File: src/design/ftlr_pkg.sv
// Shared types and constants of the fine tile layer renderer.
`default_nettype none

package ftlr_pkg;

    localparam int CFG_INDEX_W = 2;
    localparam int CFG_DATA_W  = 9;

    localparam logic [CFG_INDEX_W-1:0] CFG_SCREEN_WIDTH  = 2'd0;
    localparam logic [CFG_INDEX_W-1:0] CFG_SCREEN_HEIGHT = 2'd1;

    localparam logic [8:0] SCREEN_WIDTH_RESET  = 9'd320;
    localparam logic [7:0] SCREEN_HEIGHT_RESET = 8'd224;

    localparam logic MODE_LOAD   = 1'b0;
    localparam logic MODE_RENDER = 1'b1;

    localparam logic [6:0]  COL_ORIGIN     = 7'd16;
    localparam logic [5:0]  ROW_ORIGIN     = 6'd4;
    localparam logic [13:0] TILE_MIN_CODE  = 14'h10;
    localparam logic [7:0]  PIX_CLEAR      = 8'hFF;
    localparam logic [3:0]  PIX_LAST_INDEX = 4'hF;

    typedef struct packed {
        logic        mode;
        logic [17:0] load_address;
        logic [7:0]  load_data;
        logic [12:0] map_index;
        logic [15:0] tile_attribute;
    } ftlr_in_t;

    typedef struct packed {
        logic [8:0] pixel_x;
        logic [7:0] pixel_y;
        logic [8:0] pixel_color;
        logic       write_enable;
        logic       last;
    } ftlr_out_t;

    typedef struct packed {
        logic load_we;
        logic capture;
        logic issue_pix;
        logic issue_empty;
    } ftlr_cmd_t;

    typedef struct packed {
        logic is_render;
        logic cull;
        logic can_issue;
        logic last_pix;
    } ftlr_status_t;

    typedef enum logic [1:0] {
        ST_IDLE,
        ST_PIXELS,
        ST_EMPTY
    } ftlr_state_t;

endpackage

`default_nettype wire

File: src/design/ftlr_ctrl.sv
// Controller state machine: accepts beats and sequences the pixel reads of a tile.
`default_nettype none

module ftlr_ctrl (
    input  wire logic                  aclk,
    input  wire logic                  aresetn,
    input  wire logic                  s_valid,
    output logic                       s_ready,
    input  wire ftlr_pkg::ftlr_status_t status,
    output ftlr_pkg::ftlr_cmd_t        cmd
);
    import ftlr_pkg::*;

    ftlr_state_t state_reg;
    ftlr_state_t state_next;

    always_ff @(posedge aclk) begin
        if (!aresetn) begin
            state_reg <= ST_IDLE;
        end else begin
            state_reg <= state_next;
        end
    end

    always_comb begin
        state_next = state_reg;
        unique case (state_reg)
            ST_IDLE: begin
                if (s_valid && status.is_render) begin
                    state_next = status.cull ? ST_EMPTY : ST_PIXELS;
                end
            end
            ST_PIXELS: begin
                if (status.can_issue && status.last_pix) begin
                    state_next = ST_IDLE;
                end
            end
            ST_EMPTY: begin
                if (status.can_issue) begin
                    state_next = ST_IDLE;
                end
            end
            default: state_next = ST_IDLE;
        endcase
    end

    always_comb begin
        s_ready = 1'b0;
        cmd     = '0;
        unique case (state_reg)
            ST_IDLE: begin
                s_ready     = aresetn;
                cmd.load_we = s_valid && aresetn && !status.is_render;
                cmd.capture = s_valid && aresetn && status.is_render;
            end
            ST_PIXELS: begin
                cmd.issue_pix = status.can_issue;
            end
            ST_EMPTY: begin
                cmd.issue_empty = status.can_issue;
            end
            default: begin
                s_ready = 1'b0;
            end
        endcase
    end

endmodule

`default_nettype wire

File: config.mk
export PLATFORM = sky130hd
export DESIGN_NAME = ftlr_ctrl
export DESIGN_NICKNAME = d
export VERILOG_FILES = /design/src/design/ftlr_pkg.sv /design/src/design/ftlr_ctrl.sv
export SDC_FILE = /design/constraint.sdc
export NUM_CORES = 1
export LEC_CHECK = 0
export BUFFER_PORTS_ARGS = -buffer_cell sky130_fd_sc_hd__clkbuf_2
export CAP_MARGIN = 25
export CORE_AREA = 2 2 39 41
export DETAILED_ROUTE_END_ITERATION = 12
export DIE_AREA = 0 0 41 43
export SYNTH_ARGS = -nofsm -noshare
export SYNTH_HDL_FRONTEND = slang
export SYNTH_SLANG_ARGS = --single-unit
File: constraint.sdc
create_clock -name aclk -period 1.3 [get_ports aclk]
set_clock_uncertainty 0.05 [all_clocks]
set_input_delay 0.065 -clock aclk [delete_from_list [all_inputs] [get_ports aclk]]
set_output_delay 0.065 -clock aclk [all_outputs]
set_load 0.02 [all_outputs]
==> results.yml <==
outcome:
  status: "finished, violations left"
  violations: "setup timing"
placed_design:
  post_dp_cell_area_um2: 224.0
  post-place-cells: 45
  gp_congestion: 0.6534
  hpwlAfterDp_um: 299.4
  numPortBuffers: 11
  pre_cts_slack_ns: 0.1025
sta:
  setup_viol: 2
  relSlewSlack_pct: 90.34
  final_hold_viol_count: 0
  rsz0062_at_grt: "true"
  max_freq_ghz: 0.7358
  period_share_pct: 104.5
  fin_tns_setup_ns: -0.06369
  period_minus_slack_ns: 1.359
  drv_slew: 0
  tightest_slew_ns: 0.1436
  fin_ws_ns: -0.05909
yosys:
  synth_area_per_cell_um2: 8.272
  synth_area_leaders: "dfxtp_1, and4bb_2, nand2b_1, nor3b_2, or3b_4"
  syn_inst: 18
  yosys_warnings: 0
  synth-edff-count: 0
  post-synth-top-area-fraction_pct: 26.89
  ys_ff_latch: 2
  ys.flop_type: "dfxtp_1"
  ys_seq_area_share_pct: 26.89
  synthTopCellsByCount: "dfxtp_1, inv_1, nand2_1, nand2b_1, nor2_1"
  postSynth.asyncResetShare_pct: 0
  syn-cell-area_um2: 148.9
  postSynthNetCount: 25
  ys_types: 13
  yosys.area.top_type: "dfxtp_1"
setup_path:
  path_max_fanout: 3
  endpoint_kind: "output port"
  cp.arrival_ns: 1.24
  cp-start-kind: "register"
  crit_type: "reg2out"
  critPathRequiredTime_ns: 1.19
clock_network:
  clock_path_buffers: 2
  cts_hold_buf: 0
  root_buffer: "clkbuf_4"
  h-tree-depth: 1
  cts_tree: "done"
  clock_sinks: 2
  clk_latency_ns: 0.22
  cts_buffers: 3
  clk_pin_slew_worst_paths_ns: 0.03
cells_and_area:
  final_cells: 50
  n_antenna_cell: 0
  area_delta_synth_final_pct: 82.35
  fin_nets: 43
  post-route-cell-area_um2: 271.5
  largest_reg_flops: 2
  fill_cells: 149
  final_layout_size_suffix_gt1_share_pct: 61.76
floorplan:
  rows: 14
  boundaryPins: 12
  die_w_um: 41
  die_h_um: 43
  dieArea_um2: 1763
  initial_core_util_pct: 10.76
  fp.coreArea_um2: 1384
routing:
  vias: 195
  drcViolationCount: 0
  vias_per_cell: 3.900
  ant_nets: 0
  first_iter_violations: 0
  post_drt_wl_per_cell_um: 7.380
  finalWirelength_um: 369
  dr.pass1.iters: 1
power:
  p_seq_share_pct: 25.8
  p_sw_share_pct: 23.88
  clkPwrFrac_pct: 52.6
  powerDensity_nw_per_um2: 947.4
  switching_power_uw: 61.43
  max-vdd-ir-drop_uv: 331.8
  finalPower_uw: 257.2
  power.internal_uw: 195.8
  leakage_uw: 0.0001471
  power_frac_comb_pct: 21.6
global_routing:
  antenna_found_initial: 0
  grt_max_degree: 6
  grt_usage_pct: 4.709
  grt_pass1_vias: 148
  grt_pass1_wl_um: 469
  grt_overflow: 0
min_path:
  hp-class: "in2reg"
flow_run:
  maxCapViolCount: 0
## worst paths after layout
kind | startpoint | to | slack [ns] | cells after the start
worst max-delay path | state_reg[0] | cmd[3] | -0.06 | 3
worst min-delay path | aresetn | state_reg[1] | 0.03 | 3
worst max register to register | state_reg[0] | state_reg[0] | 0.28 | 3
worst min register to register | state_reg[0] | state_reg[1] | 0.55 | 3
## worst max-delay path, cell delays in order (launching register included)
cell and delay (ns):
dfxtp_2 0.31, or3b_4 0.40, nor3b_2 0.16, buf_4 0.16
## per-stage QoR
stage	util, %	hold WS, ns
after detailed placement	16.18	0.2697
after floorplan	-	0.1311
after global routing	19.62	0.03357
after CTS	19.44	0.01896
final	19.62	0.03051
after global placement	16.18	0.2680
## routing by layer
layer  part of all wire, %  routed length, um  global-route usage, %
met3                    16                 59                  8.377
met2                    44                163                  5.313
met4                     0                  0                  2.000
met1                    40                147                  3.514
met5                     0                  0                      0
## kinds of logic (layout without fill, tap and decap cells)
logic type | count (synthesis) | count (layout) | share of synthesized area (%)
flops | 2 | 2 | 26.89
buf+inv | 2 | 18 | 5.044
compound gates | 3 | 3 | 15.12
simple gates | 11 | 11 | 52.94
## final cells by class
| type | count | area (um^2) | area share [%] |
|---|---|---|---|
| multi-input cells | 14 | 101.3 | 37.33 |
| repair buffers | 13 | 77.57 | 28.57 |
| flip-flops and latches | 2 | 42.54 | 15.67 |
| clock buffers | 3 | 22.52 | 8.295 |
| well taps | 16 | 20.02 | 7.373 |
| inverters | 2 | 7.507 | 2.765 |
## repair_timing
action	4_1_cts	5_1_grt
resized for setup	4	4
setup buffers	2	0
setup endpoints to repair	3	3
pin swaps	2	2
## power groups by stage
stage               Clock [uW]  Sequential, uW  Combinational, uW
finish                     135            66.3               55.7
global route               149            66.5               61.0
CTS                        148            66.2               54.3
detailed placement           0            68.1               47.7
global placement             0            68.2               47.0
floorplan                    0            67.5               27.3
## cell usage in the layout, fill, tap and decap left out, types with 2 or more instances in the layout
master	Yosys	routed
clkbuf_4	0	3
buf_4	0	5
inv_1	2	2
nor2_1	2	2
nand2_1	2	2
nand2b_1	2	2
clkbuf_2	0	8
dfxtp_2	0	2
Power figures use the tool's default switching activity.
